## src/sv/dimfm_pkg.sv

```systemverilog
// Shared types, register indexes and constants for the inverter fault monitor.
package dimfm_pkg;

    // Configuration register indexes
    localparam logic [1:0] REG_CURRENT_LIMIT  = 2'd0;
    localparam logic [1:0] REG_VOLTAGE_HIGH   = 2'd1;
    localparam logic [1:0] REG_VOLTAGE_LOW    = 2'd2;
    localparam logic [1:0] REG_DEBOUNCE_COUNT = 2'd3;

    localparam int CFG_INDEX_W = 2;
    localparam int CFG_DATA_W  = 16;

    // Fault flag bit positions
    localparam int FLAG_OVERCURRENT  = 0;
    localparam int FLAG_OVERVOLTAGE  = 1;
    localparam int FLAG_UNDERVOLTAGE = 2;

    localparam logic [15:0] COUNT_MAX = 16'hFFFF;

    // Register reset values
    localparam logic [14:0] CURRENT_LIMIT_RST  = 15'h7FFF;
    localparam logic [15:0] VOLTAGE_HIGH_RST   = 16'hFFFF;
    localparam logic [15:0] VOLTAGE_LOW_RST    = 16'h0000;
    localparam logic [15:0] DEBOUNCE_COUNT_RST = 16'h0001;

    typedef struct packed {
        logic signed [15:0] current_a;
        logic signed [15:0] current_b;
        logic signed [15:0] current_c;
        logic        [15:0] bus_voltage;
    } t_in_req;

    typedef struct packed {
        logic [2:0] fault_flags;
        logic       trip;
    } t_out_req;

    typedef struct packed {
        logic [14:0] current_limit;
        logic [15:0] voltage_high;
        logic [15:0] voltage_low;
        logic [15:0] debounce_count;
    } t_cfg;

endpackage

```

## src/sv/dimfm_cfg.sv

```systemverilog
// Configuration register file: thresholds and debounce limit.
module dimfm_cfg (
    input  logic                              i_clk,
    input  logic                              i_rst_n,
    input  logic                              i_cfg_we,
    input  logic [dimfm_pkg::CFG_INDEX_W-1:0] i_cfg_index,
    input  logic [dimfm_pkg::CFG_DATA_W-1:0]  i_cfg_data,
    output dimfm_pkg::t_cfg                   o_cfg
);
    import dimfm_pkg::*;

    t_cfg r_cfg;

    // Write the addressed register, masking to its width
    always_ff @(posedge i_clk) begin
        if (!i_rst_n) begin
            r_cfg.current_limit  <= CURRENT_LIMIT_RST;
            r_cfg.voltage_high   <= VOLTAGE_HIGH_RST;
            r_cfg.voltage_low    <= VOLTAGE_LOW_RST;
            r_cfg.debounce_count <= DEBOUNCE_COUNT_RST;
        end else if (i_cfg_we) begin
            unique case (i_cfg_index)
                REG_CURRENT_LIMIT:  r_cfg.current_limit  <= i_cfg_data[14:0];
                REG_VOLTAGE_HIGH:   r_cfg.voltage_high   <= i_cfg_data;
                REG_VOLTAGE_LOW:    r_cfg.voltage_low    <= i_cfg_data;
                REG_DEBOUNCE_COUNT: r_cfg.debounce_count <= i_cfg_data;
                default: ;
            endcase
        end
    end

    assign o_cfg = r_cfg;

endmodule

```

## src/sv/dimfm_detect.sv

```systemverilog
// Per-sample fault detection: current magnitude and bus voltage compares.
module dimfm_detect (
    input  dimfm_pkg::t_in_req i_sample,
    input  dimfm_pkg::t_cfg    i_cfg,
    output logic [2:0]         o_flags
);
    import dimfm_pkg::*;

    logic [16:0] mag_a;
    logic [16:0] mag_b;
    logic [16:0] mag_c;
    logic [16:0] limit_ext;
    logic        over_current;
    logic        over_voltage;
    logic        under_voltage;

    // Take magnitudes in 17 bits so the most negative sample reads as 32768
    assign mag_a = i_sample.current_a[15] ? (17'd0 - {1'b1, i_sample.current_a})
                                          : {1'b0, i_sample.current_a};
    assign mag_b = i_sample.current_b[15] ? (17'd0 - {1'b1, i_sample.current_b})
                                          : {1'b0, i_sample.current_b};
    assign mag_c = i_sample.current_c[15] ? (17'd0 - {1'b1, i_sample.current_c})
                                          : {1'b0, i_sample.current_c};
    assign limit_ext = {2'b00, i_cfg.current_limit};

    assign over_current  = (mag_a > limit_ext) || (mag_b > limit_ext) ||
                           (mag_c > limit_ext);
    // Overvoltage wins over undervoltage
    assign over_voltage  = i_sample.bus_voltage > i_cfg.voltage_high;
    assign under_voltage = !over_voltage && (i_sample.bus_voltage < i_cfg.voltage_low);

    always_comb begin
        o_flags                    = 3'b000;
        o_flags[FLAG_OVERCURRENT]  = over_current;
        o_flags[FLAG_OVERVOLTAGE]  = over_voltage;
        o_flags[FLAG_UNDERVOLTAGE] = under_voltage;
    end

endmodule

```

## src/sv/debounced_inverter_fault_monitor_unit.sv

```systemverilog
// Top level: input register, fault detection, debounce counter, result register.
// A request is registered in the input register at acceptance, and its result is then
// registered in the result register once that register is free or its result is taken.
// Throughput: one request per cycle unless the output stalls; the output and input registers
// advance together whenever the result is taken or the output register is empty.
// Synchronous active-low reset: pipeline empty, counter and status cleared, config registers reset.
module debounced_inverter_fault_monitor_unit (
    input  logic                              i_clk,
    input  logic                              i_rst_n,
    input  logic                              i_in_valid,
    output logic                              o_in_stall,
    input  dimfm_pkg::t_in_req                i_in_data,
    output logic                              o_out_valid,
    input  logic                              i_out_stall,
    output dimfm_pkg::t_out_req               o_out_data,
    input  logic                              i_cfg_we,
    input  logic [dimfm_pkg::CFG_INDEX_W-1:0] i_cfg_index,
    input  logic [dimfm_pkg::CFG_DATA_W-1:0]  i_cfg_data
);
    import dimfm_pkg::*;

    t_cfg     cfg;
    t_in_req  r_in_data;
    logic     r_in_valid;
    t_out_req r_out_data;
    logic     r_out_valid;
    logic [15:0] r_fault_count;
    logic [15:0] n_fault_count;
    logic [2:0]  r_latched;
    logic [2:0]  n_latched;
    logic [2:0]  flags;
    logic        fault;
    logic        trip;
    logic        advance;

    dimfm_cfg u_cfg (
        .i_clk       (i_clk),
        .i_rst_n     (i_rst_n),
        .i_cfg_we    (i_cfg_we),
        .i_cfg_index (i_cfg_index),
        .i_cfg_data  (i_cfg_data),
        .o_cfg       (cfg)
    );

    dimfm_detect u_detect (
        .i_sample (r_in_data),
        .i_cfg    (cfg),
        .o_flags  (flags)
    );

    // Move the held request on when the result slot is free or being taken
    assign advance    = !r_out_valid || !i_out_stall;
    assign o_in_stall = r_in_valid && !advance;

    // Debounce: saturating count up on fault, count down toward zero when clean
    assign fault = flags != 3'b000;
    always_comb begin
        n_fault_count = r_fault_count;
        if (fault) begin
            if (r_fault_count != COUNT_MAX) begin
                n_fault_count = r_fault_count + 16'd1;
            end
        end else if (r_fault_count != 16'd0) begin
            n_fault_count = r_fault_count - 16'd1;
        end
    end
    assign trip      = fault && (n_fault_count >= cfg.debounce_count);
    assign n_latched = trip ? flags : r_latched;

    // Input register control
    always_ff @(posedge i_clk) begin
        if (!i_rst_n) begin
            r_in_valid <= 1'b0;
        end else if (!o_in_stall) begin
            r_in_valid <= i_in_valid;
        end
    end

    // Hold the input payload while stalled
    always_ff @(posedge i_clk) begin
        if (!o_in_stall && i_in_valid) begin
            r_in_data <= i_in_data;
        end
    end

    // Update state and the result register as a request leaves the input register
    always_ff @(posedge i_clk) begin
        if (!i_rst_n) begin
            r_out_valid   <= 1'b0;
            r_fault_count <= 16'd0;
            r_latched     <= 3'b000;
        end else if (advance) begin
            r_out_valid <= r_in_valid;
            if (r_in_valid) begin
                r_fault_count <= n_fault_count;
                r_latched     <= n_latched;
            end
        end
    end

    always_ff @(posedge i_clk) begin
        if (advance && r_in_valid) begin
            r_out_data.fault_flags <= n_latched;
            r_out_data.trip        <= trip;
        end
    end

    assign o_out_valid = r_out_valid;
    assign o_out_data  = r_out_data;

endmodule
```

## config.mk

```make
export PLATFORM = sky130hd
export DESIGN_NAME = debounced_inverter_fault_monitor_unit
export DESIGN_NICKNAME = d
export VERILOG_FILES = /design/src/sv/dimfm_pkg.sv /design/src/sv/dimfm_cfg.sv /design/src/sv/dimfm_detect.sv /design/src/sv/debounced_inverter_fault_monitor_unit.sv
export SDC_FILE = /design/constraint.sdc
export NUM_CORES = 1
export LEC_CHECK = 0
export ABC_AREA = 1
export BUFFER_PORTS_ARGS = -buffer_cell sky130_fd_sc_hd__buf_4
export CAP_MARGIN = 20
export CORE_UTILIZATION = 40
export DETAILED_ROUTE_END_ITERATION = 8
export PLACE_DENSITY = 0.7
export SETUP_SLACK_MARGIN = 0.02
export SYNTH_ARGS = -nofsm -noshare
export SYNTH_HDL_FRONTEND = slang
export SYNTH_HIERARCHICAL = 1
export SYNTH_SLANG_ARGS = --single-unit
```

## constraint.sdc

```tcl
create_clock -name i_clk -period 3.8 [get_ports i_clk]
set_input_delay 0.95 -clock i_clk [delete_from_list [all_inputs] [get_ports i_clk]]
set_output_delay 0.95 -clock i_clk [all_outputs]
set_load 0.03 [all_outputs]
```

* Word level (Yosys, flattened, before mapping)
Index checks and enable logic that the tools add are counted.
** Operators by class
- Reduce and logical (&&, ||, !) cells :: 21
- Equal/unequal tests :: 4
- Mux-type cells :: 7
- Order comparisons :: 6
- Add/sub/neg operators :: 5
** Operators by type and width (count)
- 17-bit by 15-bit > comparator with 1-bit output :: 3
- 17-bit 2-to-1 mux :: 3
- 1-bit by 17-bit subtractor with 17-bit output (first input constant) :: 3
- 16-bit 2-to-1 mux :: 3
- 16-bit by 1-bit adder with 16-bit output (second input constant) :: 1
- 16-bit greater-or-equal comparator :: 1
- 16-bit > comparator :: 1
- 16-bit less-than comparator :: 1
- 16-bit != test (second input constant) :: 1
- 16-bit nonzero test :: 1
- 16-bit by 1-bit subtractor with 16-bit output (second input constant) :: 1
- 2-bit AND reduction :: 5
- 1-bit logical AND :: 5
- 1-bit logical NOT :: 5
- 2-bit equality test (second input constant) :: 2
- 1-bit logical OR :: 3
- 3-bit 2-to-1 mux :: 1
- 3-bit nonzero test :: 1
- 2-bit by 1-bit equality test with 1-bit output (second input constant) :: 1
- 2-bit logical NOT :: 1
** Word-level totals
- Register bits after elaboration :: 152
- Input port bits :: 87
- Word-level logic and storage cells :: 57
- Output and inout port bits :: 6

* Longest topological paths before layout
Gate-level depths: netlist of run 1.
- Depth in word-level cells :: 10
- Mapped depth :: 39
- Depth with buffers taken out :: 38

* Hierarchy
The synthesis of run 1 kept the hierarchy.
** Modules (own cells, without submodules)
- debounced_inverter_fault_monitor_unit :: cells each 448, area an instance 4375.4 um^2, sequential area each 2462.4 um^2, times used 1
- dimfm_detect :: cells each 501, area an instance 3029.2 um^2, sequential area each 0.0 um^2, times used 1
- dimfm_cfg :: cells each 344, area an instance 2524.9 um^2, sequential area each 1261.2 um^2, times used 1

* Least setup slack after synthesis of run 1
No wires, ideal clock.
- Kind :: register to register
- Start :: register r_in_data[32] (netlist bit)
- End :: register r_out_data (netlist bit o_out_data[3]) (data pin)
- Arrival time :: 3.971 ns
- Stages on the path, launching flop included :: 34
- Path slack :: -0.424 ns
- Buffers on the path :: 2
- Period minus slack after synthesis :: 4.224 ns
- Cells stage by stage :: edfxtp_1 inv_1 ha_1 nand2_1 nor3_2 nand2_1 o21ai_2 nand2_1 xor2_1 ha_1 nand2_1 nor2_1 and2_1 a21oi_1 nand2_1 nand2_1 nand2_1 nand2_1 nand3_1 buf_4 nor3_4 clkbuf_1 o21ai_1 nand2_1 inv_1 ha_1 nand2_1 o21bai_1 a21oi_1 nor2_1 nand2_1 nand2_1 nand2_1 nand2_1
** On the way
- Word-level cells in the longest chain between the ends :: 10
** RTL lines
- from (decl) :: RTL line debounced_inverter_fault_monitor_unit.sv:23 : t_in_req r_in_data;
- from (signal assigned) :: RTL line debounced_inverter_fault_monitor_unit.sv:82 : r_in_data <= i_in_data;
- 1-bit by 17-bit subtractor with 17-bit output :: RTL line dimfm_detect.sv:20 : assign mag_b = i_sample.current_b[15] ? (17'd0 - {1'b1, i_sample.current_b})
- 17-bit 2-to-1 mux (*) :: RTL line dimfm_detect.sv:20
- 17-bit by 15-bit > comparator with 1-bit output (*) :: RTL line dimfm_detect.sv:26 : assign over_current = (mag_a > limit_ext) || (mag_b > limit_ext) ||
- 1-bit logical OR (*) (2 in a row) :: RTL line dimfm_detect.sv:26
- net u_detect.over_current :: RTL line dimfm_detect.sv:13 : logic over_current;
- 3-bit nonzero test (*) :: RTL line debounced_inverter_fault_monitor_unit.sv:56 : assign fault = flags != 3'b000;
- 16-bit 2-to-1 mux (*) :: RTL line debounced_inverter_fault_monitor_unit.sv:59 : if (fault) begin
- net n_fault_count[10] :: RTL line debounced_inverter_fault_monitor_unit.sv:28 : logic [15:0] n_fault_count;
- 16-bit greater-or-equal comparator (*) :: RTL line debounced_inverter_fault_monitor_unit.sv:67 : assign trip = fault && (n_fault_count >= cfg.debounce_count);
- 1-bit logical AND (*) :: RTL line debounced_inverter_fault_monitor_unit.sv:67
- 3-bit 2-to-1 mux (*) :: RTL line debounced_inverter_fault_monitor_unit.sv:68 : assign n_latched = trip ? flags : r_latched;
- net n_latched[2] :: RTL line debounced_inverter_fault_monitor_unit.sv:30 : logic [2:0] n_latched;
- to (decl) :: RTL line debounced_inverter_fault_monitor_unit.sv:25 : t_out_req r_out_data;
The timed path passes the listed nets; every way through them passes the cells marked *.
A chain may end at the register's enable or synchronous reset.

* Final worst setup path of run 1
- Start :: register r_in_data[17] (netlist bit)
- End :: register r_out_data (netlist bit o_out_data[1]) (data pin)
** On the way
- Word-level cells in the longest chain between the ends :: 9
** RTL lines
- 1-bit by 17-bit subtractor with 17-bit output :: RTL line dimfm_detect.sv:22 : assign mag_c = i_sample.current_c[15] ? (17'd0 - {1'b1, i_sample.current_c})
- 17-bit 2-to-1 mux (*) :: RTL line dimfm_detect.sv:22
- 17-bit by 15-bit > comparator with 1-bit output (*) :: RTL line dimfm_detect.sv:27 : (mag_c > limit_ext);
- 1-bit logical OR (*) :: RTL line dimfm_detect.sv:26
- net flags[0] :: RTL line debounced_inverter_fault_monitor_unit.sv:31 : logic [2:0] flags;
- 3-bit nonzero test (*) :: RTL line debounced_inverter_fault_monitor_unit.sv:56
- 16-bit 2-to-1 mux (*) :: RTL line debounced_inverter_fault_monitor_unit.sv:59
- net n_fault_count[13] :: RTL line debounced_inverter_fault_monitor_unit.sv:28
- 16-bit greater-or-equal comparator (*) :: RTL line debounced_inverter_fault_monitor_unit.sv:67
- 1-bit logical AND (*) :: RTL line debounced_inverter_fault_monitor_unit.sv:67
- 3-bit 2-to-1 mux (*) :: RTL line debounced_inverter_fault_monitor_unit.sv:68
- net n_latched[0] :: RTL line debounced_inverter_fault_monitor_unit.sv:30
Marked as above.

==> impl_metrics.toml, run 1 <==
[cts]
cts.sinks = 152
postCtsHoldBufs = 0
clk_pin_slew_worst_paths_ns = 0.07
cts_tree = "built"
clock_latency_ns = 0.44
root_buffer = "clkbuf_16"
cts_max_level = 4
numCtsBuffers = 17
clk_path_buf_depth = 2

[routing]
first_pass_iters = 5
avgRoutedWirePerCell_um = 13.9
first_iter_violations = 605
viasPerCell = 4.91
vias = 8853
drt_wl_total_mm = 25.0
drc = 0
antenna_left = 0

[critical_path]
cp_slowest_stage_delay_ns = 0.40
startpoint_type = "flip-flop"
worstRegToRegCells = 29
end_kind = "flip-flop"
critical_path_class = "reg -> reg"
cpMostUsedCell = "nand2_2"
crit_start = "r_in_data[17]$_DFFE_PP_"
cpLargestDelayFamily = "simple AND/OR/NAND/NOR gates"
critPathSlowestCell = "edfxtp_1"
r2r_slack_ns = -0.66
critPathArrivalTime_ns = 4.65
required_ns = 3.99
cp_max_fo = 8
r2r_start = "r_in_data[17]$_DFFE_PP_"
crit_cells = 29
cp_num_buf_inv = 4
reg2reg_to = "o_out_data[1]$_DFFE_PP_"

[hold_path]
whs_endpoint = "u_cfg/o_cfg[55]$_SDFFE_PN1P_"
hold_path.class = "reg -> reg"
min_from = "u_cfg/o_cfg[55]$_SDFFE_PN1P_"
min_path_cells = 2

[grt]
antenna_found_initial = 0
grt_max_degree = 65
track_usage = 0.198
grt_overflow = 0
grt_pass1_vias = 8296
grt_pass1_wl_mm = 40.5

[sta]
fin_crit_sh = 1.17
fmax_mhz = 224
finalClockSkew_ns = 0.0116
setup_ws_ns = -0.658
tns_ns = -5.09
tightestPinTransition_ns = 0.522
finalSetupViolCount = 8
period_minus_slack_ns = 4.46
rsz0062_at_grt = "true"
slew_headroom = 0.651
holdWs_ns = 0.456
hold_violations = 0
final-max-slew-violation-count = 0

[power_and_ir_drop]
clkPwrFrac = 0.340
power.leakage_nw = 6.25
power.density_nw_per_um2 = 422
seq_power_share = 0.361
switching_share = 0.322
power.total_w = 0.00527
p_comb_frac = 0.299
internal_power_w = 0.00357
power_switching_w = 0.00170
vdd_drop_max_v = 0.000336

[placement]
gp_congestion = 0.901
place_area_um2 = 11400
portBuffers = 92
pre_cts_ws_ns = -0.665
dpl.hpwl_mm = 17.8

[synth]
ys.flop_type = "dfxtp_1"
synth_edf_count = 68
yosysSeqAreaShare = 0.375
avgSynthCellArea_um2 = 7.68
async_flop_share = 0
syn_inst = 1293
synth-seq-cells = 152
synth.distinct_cells = 41
yosysWarnings = 6
syn_area_um2 = 9930
synth_nets = 1478

[floorplanning]
fp-row-count = 57
ios = 93
die-area_um2 = 25500
die_w_um = 160
core_area_um2 = 24300
initial_core_util = 0.408
chipHeight_um = 160

[final_layout]
fin_area_um2 = 12500
drive_gt1_frac = 0.227
insertedDiodeCount = 0
area_growth_pct = 25.7
layout.nets = 1651

[status]
outcome = "finished with violations"
violations = "negative setup slack"

[flow_run]
maxCapViolCount = 0
-- cells in the final DEF, fill, tap and decap left out, drive strengths merged --
cell type	n
xnor2	13
bufinv	3
nor4	2
ha	98
clkinvlp	1
a31oi	1
dfxtp	84
nand4	31
nor2	153
nor3	23
o31ai	1
clkbuf	18
o211ai	1
or2	3
inv	209
a21oi	67
buf	196
o21a	3
a21o	1
edfxtp	68
o21ai	60
and2	1
nand3	94
nand2	290
o21bai	3
clkinv	3
nand3b	2
xor2	50
-- worst max-delay path by stage --
stage                                           end  slack (ns)
final                       o_out_data[1]$_DFFE_PP_       -0.66
after global routing      r_latched[0]$_SDFFE_PN0P_       -0.96
after CTS                   o_out_data[1]$_DFFE_PP_       -0.44
after detailed placement    o_out_data[3]$_DFFE_PP_       -0.67
after global placement      o_out_data[1]$_DFFE_PP_       -0.54
after floorplan             o_out_data[3]$_DFFE_PP_       -0.25
-- synthesized netlist by cell type, types with 7 or more instances --
cell type | n | area (um2)
nand4_1 | 30 | 188
nor3_1 | 15 | 75.1
nand2_1 | 282 | 1060
a21oi_1 | 64 | 320
nand2_2 | 8 | 50.1
buf_2 | 9 | 45.0
ha_1 | 98 | 1230
xor2_1 | 50 | 438
o21ai_1 | 17 | 85.1
clkbuf_1 | 13 | 48.8
buf_6 | 7 | 78.8
buf_4 | 9 | 67.6
o21ai_0 | 42 | 210
dfxtp_1 | 84 | 1680
xnor2_1 | 13 | 114
nor2_2 | 11 | 68.8
nand3_1 | 88 | 440
edfxtp_1 | 68 | 2040
nor2_1 | 139 | 522
inv_1 | 196 | 736
-- flip-flops by register name, summed over array words and instances (netlist names) --
name and count:
o_out_data 4, r_in_valid 1, r_in_data 64, r_latched 3
r_fault_count 16, o_out_valid 1, u_cfg/o_cfg 63
-- through the flow --
stage           util  std cells
3_3_place_gp   0.470       1751
2_1_floorplan      -       1293
5_1_grt        0.513       1803
3_5_place_dp   0.470       1751
4_1_cts        0.503       1797
6_report       0.513       1803
-- area by class of cell --
type,count,area [um2]
Fill cell,2270,11800
Sequential cell,152,3720
Timing Repair Buffer,196,1500
Clock inverter,14,185
Clock buffer,18,429
Multi-Input combinational cell,897,5470
Tap cell,324,405
Inverter,202,766
-- routing by layer --
metal | GRT usage | part of all wire | up-vias
met4 | 0.0555 | 0.013 | 0
li1 | - | - | 4526
met3 | 0.0388 | 0.051 | 23
met5 | 0 | 0 | -
met1 | 0.264 | 0.47 | 4095
met2 | 0.323 | 0.47 | 209
-- worst register-to-register path, delay by kind of cell (launching register included) --
family	cells	cell delay, ns
buffers and inverters	4	0.40
AO/OA/AOI/OAI	4	0.59
adder cells (fa/ha/maj)	3	0.69
AND/OR/NAND/NOR	17	1.94
flip-flops	1	0.40
XOR/XNOR	1	0.20
-- power groups by stage --
stage | combinational [W] | sequential [W] | clock [W]
after floorplan | 0.000867 | 0.00192 | 0
after global placement | 0.00126 | 0.00194 | 0
after detailed placement | 0.00129 | 0.00194 | 0
after CTS | 0.00140 | 0.00190 | 0.00183
after global routing | 0.00175 | 0.00192 | 0.00190
final | 0.00157 | 0.00190 | 0.00179
-- what timing repair did --
action,4_1_cts,5_1_grt
cloned,0,1
pin swaps,5,39
setup endpoints to repair,7,8
buffers inserted,14,5
gates resized for setup,23,53
-- kinds of logic after synthesis --
| kind of cell | Yosys count | share of synthesized area |
|---|---|---|
| flip-flops | 152 | 0.375 |
| AND/OR/NAND/NOR | 599 | 0.270 |
| AO/OA/AOI/OAI | 137 | 0.0743 |
| XOR/XNOR | 63 | 0.0556 |
| adder cells (fa/ha/maj) | 98 | 0.123 |
| buffers and inverters | 244 | 0.102 |
(Power assumes the default switching activity.)
==> run 2: changes to the inputs <==
--- a/config.mk
+++ b/config.mk
@@ -5,7 +5,6 @@
 export SDC_FILE = /design/constraint.sdc
 export NUM_CORES = 1
 export LEC_CHECK = 0
-export ABC_AREA = 1
 export BUFFER_PORTS_ARGS = -buffer_cell sky130_fd_sc_hd__buf_4
 export CAP_MARGIN = 20
 export CORE_UTILIZATION = 40
==> run 2 against run 1 <==
The run still ends with negative setup slack left. Cell area is 2.3% higher. Wire length is 4.9% lower. Sequential share of layout area is 0.68 points lower. Clock-buffer cell count is 6 higher. Sequential cell count stayed put. Sequential power hardly changed. Global-route usage is 0.50 points higher. Clock power is 9% lower. Register-to-register slack worse by 1.6 ns. Largest cell class unchanged.
==> impl_metrics.toml, run 2 <==
[placement]
place_inst = 1498
dpl.hpwl_mm = 17.2
place_area_um2 = 11700
gp_congestion = 0.942
portBuffers = 92

[cts]
clk_path_buf_depth = 2
cts_tree = "built"
root_buffer = "clkbuf_16"
cts_max_level = 4
clock_latency_ns = 0.43
clk_pin_slew_worst_paths_ns = 0.06
cts.sinks = 152
postCtsHoldBufs = 0
numCtsBuffers = 17

[final_layout]
n_fill_cell = 1995
largest_reg_flops = 64
fin_area_um2 = 12800
insertedDiodeCount = 0
area_growth_pct = 36.1
layout_common_cells = "buf_4, ha_1, nand2_1, dfxtp_1, inv_1"
layout.cells.non_filler = 1556
regMostFlops = "r_in_data"
layout_commonest_cell = "buf_4"
layout.nets = 1415
final_util = 0.559
seq_area_um2 = 3720
drive_gt1_frac = 0.311
multi_input_area_um2 = 5590

[critical_path]
reg2reg_to = "o_out_data[3]$_DFFE_PP_"
r2r_slack_ns = -2.25
critical_path_class = "reg -> reg"
r2r_start = "r_in_data[18]$_DFFE_PP_"
startpoint_type = "flip-flop"
critPathArrivalTime_ns = 6.23
worstRegToRegCells = 26
required_ns = 3.98
critPathSlowestCell = "or4_4"
end_kind = "flip-flop"
cp_slowest_stage_delay_ns = 0.54
cp_max_fo = 6

[synth]
synthAdderAreaFrac = 0.131
yosys.area_share.simple = 0.187
synth_nets = 1155
synthMuxAreaShare = 0.0696
synth.area.top_cells = "edfxtp_1, dfxtp_1, ha_1, mux2i_1, xnor2_1"
synth_commonest_cells = "nand2_1, ha_1, dfxtp_1"
synth-seq-cells = 152
yosysWarnings = 6
yosysSeqAreaShare = 0.397
ys.flop_type = "dfxtp_1"
avgSynthCellArea_um2 = 9.67
synth_top_area_share = 0.218
syn_area_um2 = 9380
syn_inst = 970
yosysMostFrequentCell = "nand2_1"
synth_edf_count = 68
synth-compound-area-share = 0.110
synth.distinct_cells = 70
synth_top_family_by_area = "simple AND/OR/NAND/NOR gates"
async_flop_share = 0
synth_xor_area_frac = 0.0532
synth_top_area_cell = "edfxtp_1"

[grt]
grt_overflow = 0
grt_pass1_wl_mm = 38.5
grt_max_degree = 95
track_usage = 0.203
grt_pass1_vias = 8014
antenna_found_initial = 0

[floorplanning]
core_area_um2 = 22800
die-area_um2 = 24100
chipHeight_um = 155
die_w_um = 155
ios = 93
fp-row-count = 55
initial_core_util = 0.411

[power_and_ir_drop]
power.total_w = 0.00619
power.leakage_nw = 5.67
vdd_drop_max_v = 0.000376
power.density_nw_per_um2 = 485

[hold_path]
min_path_cells = 2
hold_path.class = "reg -> reg"
whs_endpoint = "u_cfg/o_cfg[4]$_SDFFE_PN0P_"
min_from = "u_cfg/o_cfg[4]$_SDFFE_PN0P_"

[status]
violations = "negative setup slack"
outcome = "finished with violations"

[sta]
fin_crit_sh = 1.59
hold_violations = 0
rsz0062_at_grt = "true"
final-max-slew-violation-count = 0
fmax_mhz = 165
tightestPinTransition_ns = 1.00
finalClockSkew_ns = 0.0105
holdWs_ns = 0.460
finalSetupViolCount = 23
setup_ws_ns = -2.25
period_minus_slack_ns = 6.05
slew_headroom = 0.330

[routing]
drt_wl_total_mm = 23.7
drc = 0
first_iter_violations = 480
viasPerCell = 5.18
antenna_left = 0
vias = 8053
first_pass_iters = 5
avgRoutedWirePerCell_um = 15.3

[flow_run]
maxCapViolCount = 0
-- run 2: cell count changes after synthesis, moves of 28 or more --
cell     change
a21oi_1     -28
inv_1      -120
mux2i_1     +63
nand2_1    -182
nand3_1     -71
nor2_1     -109
nor2b_1     +49
xnor2_1     +39
xor2_1      -45
-- run 2: cells by family after synthesis --
group           after synthesis
flops                       152
xor+xnor                     57
simple gates                320
buf+inv                     118
fa+ha+maj                    98
compound gates              160
mux                          65
-- run 2: how the worst max path moves through the flow --
| stage | startpoint | end | slack, ns | cells after the start |
|---|---|---|---|---|
| 2_1_floorplan | r_in_data[19]$_DFFE_PP_ | o_out_data[1]$_DFFE_PP_ | -1.85 | 24 |
| 3_3_place_gp | r_in_data[19]$_DFFE_PP_ | o_out_data[1]$_DFFE_PP_ | -2.17 | 25 |
| 3_5_place_dp | r_in_data[19]$_DFFE_PP_ | o_out_data[3]$_DFFE_PP_ | -2.24 | 24 |
| 4_1_cts | r_in_data[18]$_DFFE_PP_ | o_out_data[3]$_DFFE_PP_ | -2.05 | 25 |
| 5_1_grt | r_in_data[36]$_DFFE_PP_ | o_out_data[3]$_DFFE_PP_ | -2.44 | 29 |
| 6_report | r_in_data[18]$_DFFE_PP_ | o_out_data[3]$_DFFE_PP_ | -2.25 | 26 |
-- run 2: final cells by class --
cell class,count,area share
Multi-Input combinational cell,700,0.438
Sequential cell,152,0.292
Tap cell,313,0.0307
Timing Repair Buffer,283,0.174
Inverter,76,0.0223
Clock inverter,8,0.00451
Clock buffer,24,0.0395
-- run 2: per-stage QoR --
step           setup TNS, ns  setup slack, ns
6_report              -29.00            -2.25
2_1_floorplan         -17.39            -1.85
3_3_place_gp          -25.70            -2.17
5_1_grt               -33.10            -2.44
4_1_cts               -26.12            -2.05
3_5_place_dp          -27.59            -2.24
-- run 2: critical path, delay by kind of cell, from the launching register on --
kind / cells / cell delay (ns)
DFF: 1 / 0.38
AOI/OAI and AO/OA: 5 / 0.64
muxes: 1 / 0.29
adders and majority gates: 2 / 0.68
xor gates and xnor gates: 2 / 0.31
buffers and inverters: 4 / 0.65
and+or+nand+nor: 12 / 2.85
-- run 2: report_power, final --
| part | switching (W) | total, W | internal, W |
|---|---|---|---|
| Sequential | 0.0000745 | 0.00189 | 0.00182 |
| Combinational | 0.00127 | 0.00266 | 0.00139 |
| Clock | 0.000696 | 0.00163 | 0.000935 |
-- run 2: repair_timing --
item / in CTS / in global routing
endpoints found under the hold margin: 0 / 0
pin swaps: 39 / 7
setup buffers: 27 / 7
endpoints found under the setup margin: 23 / 23
resized for setup: 65 / 17
-- run 2: per-layer routing --
layer  up-vias  track usage  wire length (um)
met2       209        0.356             11900
met5         -            0                 0
met1      3794        0.244             10300
li1       4006            -                 -
met4         0       0.0877               575
met3        44       0.0320               976
